<file path="src/hdl/vectored_interrupt_controller_macros.svh">
// Assertion macros shared by the interrupt controller RTL.
// Depends on nothing; include by bare file name where assertions are written.
`ifndef VECTORED_INTERRUPT_CONTROLLER_MACROS_SVH
`define VECTORED_INTERRUPT_CONTROLLER_MACROS_SVH

// Same-cycle implication, disabled while reset is low
`define VIC_ASSERT_IMP(label, clk, rst_n, ante, cons) \
    label: assert property (@(posedge clk) disable iff (!rst_n) (ante) |-> (cons)) \
        else $error("interrupt controller check failed");

// Next-cycle implication, disabled while reset is low
`define VIC_ASSERT_NEXT(label, clk, rst_n, ante, cons) \
    label: assert property (@(posedge clk) disable iff (!rst_n) (ante) |=> (cons)) \
        else $error("interrupt controller check failed");

`endif

</file>
<file path="src/hdl/vic_pkg.sv">
// Shared types and constants of the vectored interrupt controller.
// No dependencies; imported by vic_lowest and the top level.
package vic_pkg;

    localparam int NUM_VECTORS_DEF = 64;

    // Payload widths
    localparam int VEC_W    = 6;
    localparam int STRIDE_W = 4;
    localparam int ADDR_W   = 9;
    localparam int PC_W     = 16;
    localparam int RET_W    = 15;
    localparam int LAT_W    = 4;

    // Configuration port
    localparam int CFG_ADDR_W = 3;
    localparam int CFG_DATA_W = 32;
    localparam logic [CFG_ADDR_W-1:0] REG_STRIDE_ADDR = 3'd0;

    localparam logic [STRIDE_W-1:0] STRIDE_RESET = 4'd4;
    localparam logic [STRIDE_W-1:0] STRIDE_MAX   = 4'd8;

    // Latency counter
    localparam logic [LAT_W-1:0] LATENCY_RELOAD = 4'd2;
    localparam logic [LAT_W-1:0] LATENCY_MAX    = 4'd15;
    localparam logic [LAT_W-1:0] LATENCY_ONE    = 4'd1;

    typedef enum logic [0:0] {
        MODE_RAISE = 1'b0,
        MODE_CYCLE = 1'b1
    } t_mode;

endpackage

</file>
<file path="src/hdl/vic_lowest.sv">
// Lowest-set-bit encoder over the pending vector flags.
// Depends on vic_pkg for the vector number width.
module vic_lowest import vic_pkg::*; #(
    parameter int NUM_VECTORS = NUM_VECTORS_DEF
) (
    input  logic [NUM_VECTORS-1:0] i_bits,
    output logic [VEC_W-1:0]       o_index
);

    logic [NUM_VECTORS-1:0] w_isolated;

    // Keep only the lowest set bit
    assign w_isolated = i_bits & (~i_bits + {{(NUM_VECTORS-1){1'b0}}, 1'b1});

    // Encode the one-hot flag into its number
    always_comb begin
        o_index = '0;
        for (int k = 0; k < NUM_VECTORS; k++) begin
            if (w_isolated[k]) begin
                o_index = o_index | VEC_W'(k);
            end
        end
    end

endmodule

</file>
<file path="src/hdl/vectored_interrupt_controller.sv">
// Vectored interrupt controller top level: request register, pending/latency state,
// result register and APB register. Depends on vic_pkg, vic_lowest and the macro header.
//
// Usage:
//   Input channel (i_valid/o_ready) carries one request per cycle while o_ready is high:
//   either a raise of a vector (mode 0) or one CPU cycle service step (mode 1). Every
//   request gives exactly one result on the output channel (o_valid/i_ready).
//   An accepted request is held in the request register; its result is then written
//   to the result register. Throughput: one request per cycle when the receiver takes
//   each result; the whole update, including the lowest-pending search and the 6x4
//   address multiply, sits between the two registers.
//   When the receiver stalls, the result register holds and the request register fills;
//   o_ready then drops until the result is taken. Nothing is lost or repeated.
//   Reset clears the pending flags, the latency counter and both valid flags, and sets
//   the vector stride to 4. The stride register sits at APB byte address 0, is written
//   in the access phase and must only be changed while no request is in flight.
`include "vectored_interrupt_controller_macros.svh"

module vectored_interrupt_controller import vic_pkg::*; #(
    parameter int NUM_VECTORS = NUM_VECTORS_DEF
) (
    input  logic                  i_clk,
    input  logic                  i_rst_n,
    // request channel
    input  logic                  i_valid,
    output logic                  o_ready,
    input  logic                  i_mode,
    input  logic [VEC_W-1:0]      i_vector_number,
    input  logic                  i_vector_enabled,
    input  logic                  i_global_enable,
    input  logic                  i_reenabled,
    input  logic                  i_cpu_awake,
    input  logic [PC_W-1:0]       i_current_pc,
    // result channel
    output logic                  o_valid,
    input  logic                  i_ready,
    output logic                  o_raise_accepted,
    output logic                  o_set_raised_flag,
    output logic                  o_wake_cpu,
    output logic                  o_take_interrupt,
    output logic [VEC_W-1:0]      o_taken_vector,
    output logic [ADDR_W-1:0]     o_vector_address,
    output logic [RET_W-1:0]      o_return_word,
    // configuration port
    input  logic                  psel,
    input  logic                  penable,
    input  logic                  pwrite,
    input  logic [CFG_ADDR_W-1:0] paddr,
    input  logic [CFG_DATA_W-1:0] pwdata,
    output logic [CFG_DATA_W-1:0] prdata,
    output logic                  pready
);

    localparam int IDX_W = (NUM_VECTORS > 1) ? $clog2(NUM_VECTORS) : 1;
    localparam logic [VEC_W:0] NUM_LIMIT = (VEC_W+1)'(NUM_VECTORS);
    localparam int PROD_W = VEC_W + STRIDE_W;

    // Request register
    logic                   r_in_valid;
    t_mode                  r_mode;
    logic [VEC_W-1:0]       r_vnum;
    logic                   r_ven;
    logic                   r_gie;
    logic                   r_reen;
    logic                   r_awake;
    logic [PC_W-1:0]        r_pc;

    // Controller state
    logic [NUM_VECTORS-1:0] r_pending;
    logic [NUM_VECTORS-1:0] n_pending;
    logic [LAT_W-1:0]       r_latency;
    logic [LAT_W-1:0]       n_latency;
    logic [STRIDE_W-1:0]    r_stride;

    // Result register
    logic                   r_out_valid;
    logic                   r_raise_accepted;
    logic                   r_set_raised;
    logic                   r_wake;
    logic                   r_take;
    logic [VEC_W-1:0]       r_taken_vector;
    logic [ADDR_W-1:0]      r_vector_address;
    logic [RET_W-1:0]       r_return_word;

    // Next-state logic
    logic                   w_advance;
    logic                   w_in_range;
    logic [IDX_W-1:0]       w_raise_idx;
    logic [VEC_W-1:0]       w_lowest;
    logic [IDX_W-1:0]       w_lowest_idx;
    logic [STRIDE_W-1:0]    w_stride;
    logic [PROD_W-1:0]      w_product;
    logic [LAT_W-1:0]       w_lat_inc;
    logic                   w_cfg_write;
    logic                   n_raise_accepted;
    logic                   n_set_raised;
    logic                   n_wake;
    logic                   n_take;

    // Handshake: move the request on whenever the result register is free or being taken
    assign w_advance = r_in_valid && (!r_out_valid || i_ready);
    assign o_ready   = !r_in_valid || w_advance;

    // Capture request
    always_ff @(posedge i_clk) begin
        if (!i_rst_n) begin
            r_in_valid <= 1'b0;
        end else if (o_ready) begin
            r_in_valid <= i_valid;
        end
        if (o_ready && i_valid) begin
            r_mode  <= t_mode'(i_mode);
            r_vnum  <= i_vector_number;
            r_ven   <= i_vector_enabled;
            r_gie   <= i_global_enable;
            r_reen  <= i_reenabled;
            r_awake <= i_cpu_awake;
            r_pc    <= i_current_pc;
        end
    end

    // Lowest pending vector
    vic_lowest #(
        .NUM_VECTORS(NUM_VECTORS)
    ) u_lowest (
        .i_bits (r_pending),
        .o_index(w_lowest)
    );

    assign w_lowest_idx = w_lowest[IDX_W-1:0];
    assign w_in_range   = ({1'b0, r_vnum} < NUM_LIMIT);
    assign w_raise_idx  = r_vnum[IDX_W-1:0];

    // Vector address: clamp stride, then multiply
    assign w_stride  = (r_stride > STRIDE_MAX) ? STRIDE_MAX : r_stride;
    assign w_product = PROD_W'(w_lowest) * PROD_W'(w_stride);

    // Saturating bump when interrupts were just re-enabled
    assign w_lat_inc = (r_reen && (r_latency != LATENCY_MAX)) ? (r_latency + LATENCY_ONE)
                                                             : r_latency;

    // Raise and service step
    always_comb begin
        n_pending        = r_pending;
        n_latency        = r_latency;
        n_raise_accepted = 1'b0;
        n_set_raised     = 1'b0;
        n_wake           = 1'b0;
        n_take           = 1'b0;
        case (r_mode)
            MODE_RAISE: begin
                if (w_in_range && (r_vnum != '0)) begin
                    n_set_raised = 1'b1;
                    if (r_ven) begin
                        n_raise_accepted = 1'b1;
                        if (!r_pending[w_raise_idx]) begin
                            if (r_latency == '0) begin
                                n_latency = LATENCY_RELOAD;
                            end
                            n_pending[w_raise_idx] = 1'b1;
                            n_wake = !r_awake;
                        end
                    end
                end
            end
            MODE_CYCLE: begin
                n_latency = w_lat_inc;
                if (r_gie && (|r_pending)) begin
                    if (w_lat_inc == '0) begin
                        n_latency = LATENCY_RELOAD;
                    end else begin
                        n_latency = w_lat_inc - LATENCY_ONE;
                        if (w_lat_inc == LATENCY_ONE) begin
                            n_take = 1'b1;
                            n_pending[w_lowest_idx] = 1'b0;
                        end
                    end
                end
            end
            default: begin
            end
        endcase
    end

    // Advance state and result register
    always_ff @(posedge i_clk) begin
        if (!i_rst_n) begin
            r_pending   <= '0;
            r_latency   <= '0;
            r_out_valid <= 1'b0;
        end else begin
            if (w_advance) begin
                r_pending <= n_pending;
                r_latency <= n_latency;
            end
            if (w_advance) begin
                r_out_valid <= 1'b1;
            end else if (i_ready) begin
                r_out_valid <= 1'b0;
            end
        end
        if (w_advance) begin
            r_raise_accepted <= n_raise_accepted;
            r_set_raised     <= n_set_raised;
            r_wake           <= n_wake;
            r_take           <= n_take;
            r_taken_vector   <= n_take ? w_lowest : '0;
            r_vector_address <= n_take ? w_product[ADDR_W-1:0] : '0;
            r_return_word    <= n_take ? r_pc[PC_W-1:1] : '0;
        end
    end

    assign o_valid           = r_out_valid;
    assign o_raise_accepted  = r_raise_accepted;
    assign o_set_raised_flag = r_set_raised;
    assign o_wake_cpu        = r_wake;
    assign o_take_interrupt  = r_take;
    assign o_taken_vector    = r_taken_vector;
    assign o_vector_address  = r_vector_address;
    assign o_return_word     = r_return_word;

    // Configuration register
    assign pready      = 1'b1;
    assign w_cfg_write = psel && penable && pwrite && (paddr == REG_STRIDE_ADDR);
    assign prdata      = (paddr == REG_STRIDE_ADDR) ? CFG_DATA_W'(r_stride) : '0;

    always_ff @(posedge i_clk) begin
        if (!i_rst_n) begin
            r_stride <= STRIDE_RESET;
        end else if (w_cfg_write) begin
            r_stride <= pwdata[STRIDE_W-1:0];
        end
    end

    // Checks
    `VIC_ASSERT_NEXT(a_taken_cleared, i_clk, i_rst_n, w_advance && n_take, !r_pending[$past(w_lowest_idx)])
    `VIC_ASSERT_NEXT(a_take_at_zero, i_clk, i_rst_n, w_advance && n_take, r_latency == '0)
    `VIC_ASSERT_IMP(a_wake_needs_raise, i_clk, i_rst_n, r_out_valid && r_wake, r_raise_accepted && !r_take)

endmodule

</file>
<file path="config.mk">
export PLATFORM = sky130hd
export DESIGN_NAME = vectored_interrupt_controller
export DESIGN_NICKNAME = d
export VERILOG_FILES = /design/src/hdl/vic_pkg.sv /design/src/hdl/vic_lowest.sv /design/src/hdl/vectored_interrupt_controller.sv
export VERILOG_INCLUDE_DIRS = /design/src /design/src/hdl
export SDC_FILE = /design/constraint.sdc
export NUM_CORES = 1
export LEC_CHECK = 0
export ABC_AREA = 0
export ABC_CLOCK_PERIOD_IN_PS = 12100
export BUFFER_PORTS_ARGS = -buffer_cell sky130_fd_sc_hd__buf_4
export CAP_MARGIN = 20
export CORE_MARGIN = 2
export CORE_UTILIZATION = 40
export DETAILED_ROUTE_END_ITERATION = 8
export GPL_TIMING_DRIVEN = 1
export PLACE_DENSITY = 0.64
export SETUP_SLACK_MARGIN = 0.4
export SKIP_CTS_REPAIR_TIMING = 1
export SLEW_MARGIN = 20
export SYNTH_ARGS = -nofsm -noshare
export SYNTH_HDL_FRONTEND = slang
export SYNTH_SLANG_ARGS = --single-unit
</file>
<file path="constraint.sdc">
create_clock -name i_clk -period 12.1 [get_ports i_clk]
set_clock_uncertainty 0.1 [all_clocks]
set_input_delay 1.815 -clock i_clk [delete_from_list [all_inputs] [get_ports i_clk]]
set_output_delay 1.815 -clock i_clk [all_outputs]
set_load 0.03 [all_outputs]
</file>
# Word-level counts from Yosys, hierarchy flattened
# Cells that the tools add are included.
# word_totals
reg_bits	135
out_inout_bits	69
wordCells	218
# op_classes
add_sub_neg	3
multipliers	1
magnitude_cmp	5
n_eq_ne	13
n_mux	150
bitwise_logic	6
reduce_logical	21
# op_table
cell	n
2-to-1 mux 64 bit	20
2-to-1 mux 6 bit	32
2-to-1 mux 4 bit	34
AND 64 bit	2
inverter 64 bit	2
one-hot mux 64 bit (2 select lines)	1
2-to-1 mux 5 bit	16
adder 64 x 1 -> 64 bit (second input constant)	1
bitwise OR 64 bit	1
OR reduction 64 bit	1
2-to-1 mux 1 bit	37
!= test 4 bit (second input constant)	5
less-than comparator 6 x 7 -> 1 bit (second input constant)	2
demux 1 bit (select 6 bit)	2
greater-or-equal comparator 6 x 1 -> 1 bit (second input constant)	2
2-to-1 mux 3 bit	4
logical AND 1 bit	9
multiplier 6 x 4 -> 9 bit	1
logical NOT 4 bit	2
one-hot mux 4 bit (2 select lines)	1
AND reduction 7 bit	1
binary-select mux 1 bit (select 6 bit)	1
!= test 2 x 1 -> 1 bit (second input constant)	3
!= test 3 x 2 -> 1 bit (second input constant)	2
other kinds (13)	17

# Longest topological paths before layout
# depth
ltp_word	84
ltp_mapped	23

# Modules after synthesis
# A second synthesis with hierarchy kept.
# unflattened
hier_cells	917
area_unflattened_um2	8718.4
# modules_own_cells
module	n_inst	cells_per_inst	area_per_inst_um2	seq_area_each_um2
vectored_interrupt_controller	1	691	7236.9	3283.1
vic_lowest	1	226	1481.4	0.0

# Least setup slack after synthesis
# No wires, ideal clock.
# synth_path
kind	reg-to-reg
start	register r_pending[21]
end	register r_vector_address[8] (netlist: o_vector_address[8]) (data pin)
setup_time_ns	0.256
t_arrival_ns	4.680
path_slack_ns	7.064
stages_incl_launch_ff	22
n_path_buf	3
period_less_slack_ns	5.036
path_cell_list	dfxtp_1 buf_2 nor4_2 nand2_1 nor4_4 nand4_2 nor3_1 nor4_1 clkbuf_1 buf_2 or2_2 fa_1 fa_1 fa_1 nor2b_1 o21ai_0 nand2b_1 a21o_1 a21oi_1 xnor2_1 xnor2_1 nor2_1
# synth_via
elab_chain_cells	47
word_cells_on_any_way	52
classes_between	add/sub (1); mul (1); mux (46); bitwise (2); reduce/logical (2)
# synth_lines
item	line_no	source
start, declared	vectored_interrupt_controller.sv:69	logic [NUM_VECTORS-1:0] r_pending;
start signal, assigned	vectored_interrupt_controller.sv:193	r_pending <= n_pending;
inverter 64 bit	vic_lowest.sv:13	assign w_isolated = i_bits & (~i_bits + {{(NUM_VECTORS-1){1'b0}}, 1'b1});
adder 64 x 1 -> 64 bit	vic_lowest.sv:13	
AND 64 bit	vic_lowest.sv:13	
2-to-1 mux 5 bit (11 in a row)	vic_lowest.sv:19	if (w_isolated[k]) begin
2-to-1 mux 6 bit (32 in a row)	vic_lowest.sv:19	
multiplier 6 x 4 -> 9 bit	vectored_interrupt_controller.sv:136	assign w_product = PROD_W'(w_lowest) * PROD_W'(w_stride);
end signal, assigned	vectored_interrupt_controller.sv:208	r_vector_address <= n_take ? w_product[ADDR_W-1:0] : '0;
end, declared	vectored_interrupt_controller.sv:82	logic [ADDR_W-1:0] r_vector_address;
# Parallel ways exist; a longest one is shown, timed or not. The select of a mux whose other input is x is not followed.
# A chain may end at the register's enable or synchronous reset.

# Worst setup path in the final report
# layout_path
start	register r_pending[41]
end	register r_vector_address[8] (netlist: o_vector_address[8]) (data pin)
# layout_via
elab_chain_cells	27
word_cells_on_any_way	32
classes_between	add/sub (1); mul (1); mux (26); bitwise (2); reduce/logical (2)
# layout_lines
item	line_no
inverter 64 bit	vic_lowest.sv:13
adder 64 x 1 -> 64 bit	vic_lowest.sv:13
AND 64 bit	vic_lowest.sv:13
2-to-1 mux 6 bit (23 in a row)	vic_lowest.sv:19
multiplier 6 x 4 -> 9 bit	vectored_interrupt_controller.sv:136
# Parallel ways exist; a longest one is shown, timed or not. The select of a mux whose other input is x is not followed.

==> summary.txt <==
Status
  – Outcome: complete, no violations

Setup path
  – Critical Path RT: approximately 12 ns
  – CP endpoint: o_vector_address[8]
  – Worst path bufs/invs: 2
  – Delay-heaviest family, CP: simple AND/OR/NAND/NOR gates
  – Crit-path max FO: 9
  – CP max stage cell: nor4_1
  – Worst path cell trace: nor4_1 > nand2_1 > nor3_2 > a31oi_1 > o21ai_1 > nor4_2 > buf_4 > nand2b_1 > fa_1 > fa_1 > inv_1 > ha_1 > nor2b_1 > o21ai_0 > nand2b_1 > a21o_1 > a21oi_1 > xnor2_1 > xnor2_1 > nor2_1
  – Max stage delay on crit path: 0.84 ns
  – CP Launch Type: flip-flop
  – Reg2reg start: r_pending[41]
  – Crit. Startpoint: r_pending[41]
  – Worst R2R Setup Slack: roughly 6.3 ns
  – Worst EP arrival: 5.92 ns
  – Worst Setup End Kind: flip-flop
  – Worst Reg-to-Reg Cells: 20
  – Reg2Reg Capture Point: o_vector_address[8]
  – Critical path type: reg -> reg
  – Crit path depth: 20

STA
  – Post-route minimum period: 5.84 ns
  – Slew HR: 36.8%
  – RSZ-0062 raised after global routing: false
  – Final Slew Violations: 0
  – Setup violators final: 0
  – Fmax: 0.171 GHz
  – Final hold violations: 0
  – Post-Route Setup TNS: 0 ns
  – Worst Tran Pin Value: roughly 0.94 ns
  – Period utilisation layout: 48.3%

Route
  – Drt total wl: 26600 um
  – Wire length on met3: 2550 um
  – Vias per cell: about 6.0
  – Vias after detailed routing: 7756
  – DRC viols: 0
  – DR iter-0 viols: 932
  – Final ANT Viol Nets: 0
  – Top sig layer: met4
  – Drt pass-1 iters: 5
  – Metal-1 WL: 11400 um
  – Drt wl/cell: just over 20 um
  – Routed length on met2: 11800 um

Final layout
  – Footprint of the multi-input gates: 4680 um2
  – Sequential cell area: 3280 um2
  – Area Growth Syn to Fin: 14.8%
  – Final #Nets: 1103
  – Share of layout cells above drive strength 1: 16.8%
  – Antenna diode count: 0
  – Fill cells: 1984

CTS
  – CTS max path bufs: 2
  – CTS buffer count: 17
  – Clk_lat worst skew: 0.45 ns
  – Root Driver: clkbuf_16
  – CTS Sinks: 134
  – CTS H-tree depth: 4
  – Clock-pin slew on the worst setup and hold paths: 0.07 ns
  – CTS tree: done

Power
  – Pwr Density: 116 nW/um2
  – Pleak: 3.97 nW
  – Power, Total: 1.12 mW
  – VDD IR max: 0.0996 mV

Job
  – Max Cap Violations: 0

Logic synthesis
  – Register area share after synthesis: 38.9%
  – Yosys reg bits: 134
  – Synth Instances: 960
  – Post-synth top area cell: edfxtp_1
  – Area share of the largest cell type after synthesis: 21.3%
  – Largest cells by area after synthesis: edfxtp_1 21%, dfxtp_1 18%, nor3_1 5.0%, a21oi_1 4.7%, o21ai_0 4.5%
  – Synth Flop Type: dfxtp_1
  – Syn avg cell area: just under 9 um2
  – EDFF count, synth: 60
  – Netlist cell types: 78
  – Synthesized area: 8450 um2
  – Ys async rst share: 0%
  – Yosys warnings: 0

Floorplanning
  – # IOs: 138
  – Initial Utilization: 40.5%
  – Die area: ~22000 um2
  – Die width: 149 um
  – Cell Rows: 53
  – Die Y: 149 um
  – Core area: 20900 um2

Global routing
  – Gr usage total: approximately a quarter
  – Initial antenna violation count: 0
  – GR Overflow Total: 0
  – First-pass GRT wire length: 41100 um
  – Largest net degree at the start of global routing: 76
  – Vias in the first global route: 7057

Placed design
  – Gpl congestion: between 0.9 and 1
  – Final HPWL DP: roughly 18000 um
  – PortBufs: about 80

Hold path
  – Hold WC Path Type: reg -> reg
worst min path at each step:
stage                start          end  slack (ns)  cells after the start
4_1_cts        r_stride[2]  r_stride[2]        0.41                      2
6_report       r_stride[2]  r_stride[2]        0.41                      2
2_1_floorplan  r_stride[2]  r_stride[2]        0.36                      2
5_1_grt        r_stride[2]  r_stride[2]        0.42                      2
3_3_place_gp   r_stride[2]  r_stride[2]        0.38                      2
3_5_place_dp   r_stride[2]  r_stride[2]        0.39                      2
layout make-up:
cell class              instances  area share (%)
repair buffers                 90            6.96
clock buffers                  17            4.38
well taps                     275            3.55
inverters                      36            1.39
flip-flops and latches        134            33.8
clock inverters                15            1.64
multi-input cells             730            48.2
cells in the mapped netlist (all sizes together), types with 3 or more instances:
cell type	instances
o221a	4
and2	11
o211a	7
o21a	5
nand3b	5
inv	36
a41oi	4
a221oi	3
nor2	73
nor4b	5
nand2	50
a21oi	79
mux2i	13
o21ai	78
or2	6
mux2	6
nand3	31
a21o	6
nor4	28
ha	17
a221o	4
and3	28
or3	4
nor2b	26
a22oi	5
nand4	12
fa	8
a211oi	6
clkbuf	32
and4b	4
buf	55
nand2b	17
mux4	4
o211ai	5
nor3	91
o21bai	6
xnor2	5
a31oi	9
edfxtp	60
dfxtp	74
nor3b	6
and3b	4
o31ai	3
cell usage in the layout (no fill, tap or decap), types with 8 or more instances in the layout:
cell type  instances
a31oi_1            8
o21ai_0           76
nor3_2             8
fa_1               8
ha_1              17
mux2i_1           13
inv_1             36
nor3_1            83
nor2b_1           26
nand2_1           49
buf_4             90
nor4_1            16
nand3_1           30
clkbuf_16         17
and3_1            28
nor2_1            72
a21oi_1           79
nand2b_1          17
and2_1            10
dfxtp_1           74
edfxtp_1          60
nand4_1            9
conb_1            29
worst reg2reg max path, delay by kind of cell, from the launching register on:
kind                       cells  cell delay (ns)
AOI/OAI and AO/OA              5             1.02
xor gates and xnor gates       2             0.30
adders and majority gates      3             1.28
buffers and inverters          2             0.22
DFF                            1             0.37
and+or+nand+nor                8             2.29
cells by family (layout without fill, tap and decap cells):
kind of cell	after synthesis	count (layout)	share of synthesized area [%]
mux	23	23	3.41
compound gates	241	241	17.6
fa+ha+maj	25	25	4.41
xor+xnor	7	7	0.726
buf+inv	123	158	7.23
other cells	2	29	0.0889
flops	134	134	38.9
simple gates	405	405	27.7
registers in the layout, indices dropped and copies added, names as in the netlist:
signal,count
r_pc,15
o_vector_address,9
r_stride,4
r_gie,1
o_wake_cpu,1
o_take_interrupt,1
r_ven,1
r_vnum,6
r_mode,1
r_in_valid,1
o_set_raised_flag,1
o_raise_accepted,1
r_awake,1
o_valid,1
r_reen,1
r_pending,64
o_return_word,15
r_latency,4
o_taken_vector,6
stage by stage:
| step | instance area (um2) | utilization (%) | worst slack, ns | cells | hold slack (ns) |
|---|---|---|---|---|---|
| 3_3_place_gp | 9110 | 43.6 | 6.34 | 1265 | 0.378 |
| 2_1_floorplan | 8550 | - | 7.06 | 987 | 0.357 |
| 6_report | 9700 | 46.5 | 6.26 | 1297 | 0.406 |
| 3_5_place_dp | 9110 | 43.6 | 6.34 | 1265 | 0.386 |
| 5_1_grt | 9700 | 46.5 | 5.96 | 1297 | 0.424 |
| 4_1_cts | 9700 | 46.4 | 6.33 | 1297 | 0.405 |
power breakdown:
group	total [mW]	internal (mW)	switching, mW
Combinational	0.105	0.0314	0.0740
Clock	0.525	0.292	0.233
Sequential	0.491	0.484	0.00737
Total	1.12	0.807	0.314
metal layers:
layer | up-vias | track usage [%]
met1 | 3655 | 33.2
met5 | - | 0
met3 | 65 | 5.14
li1 | 3596 | -
met2 | 440 | 37.0
met4 | 0 | 9.71
Note: power is estimated with default switching activity, not from simulation.
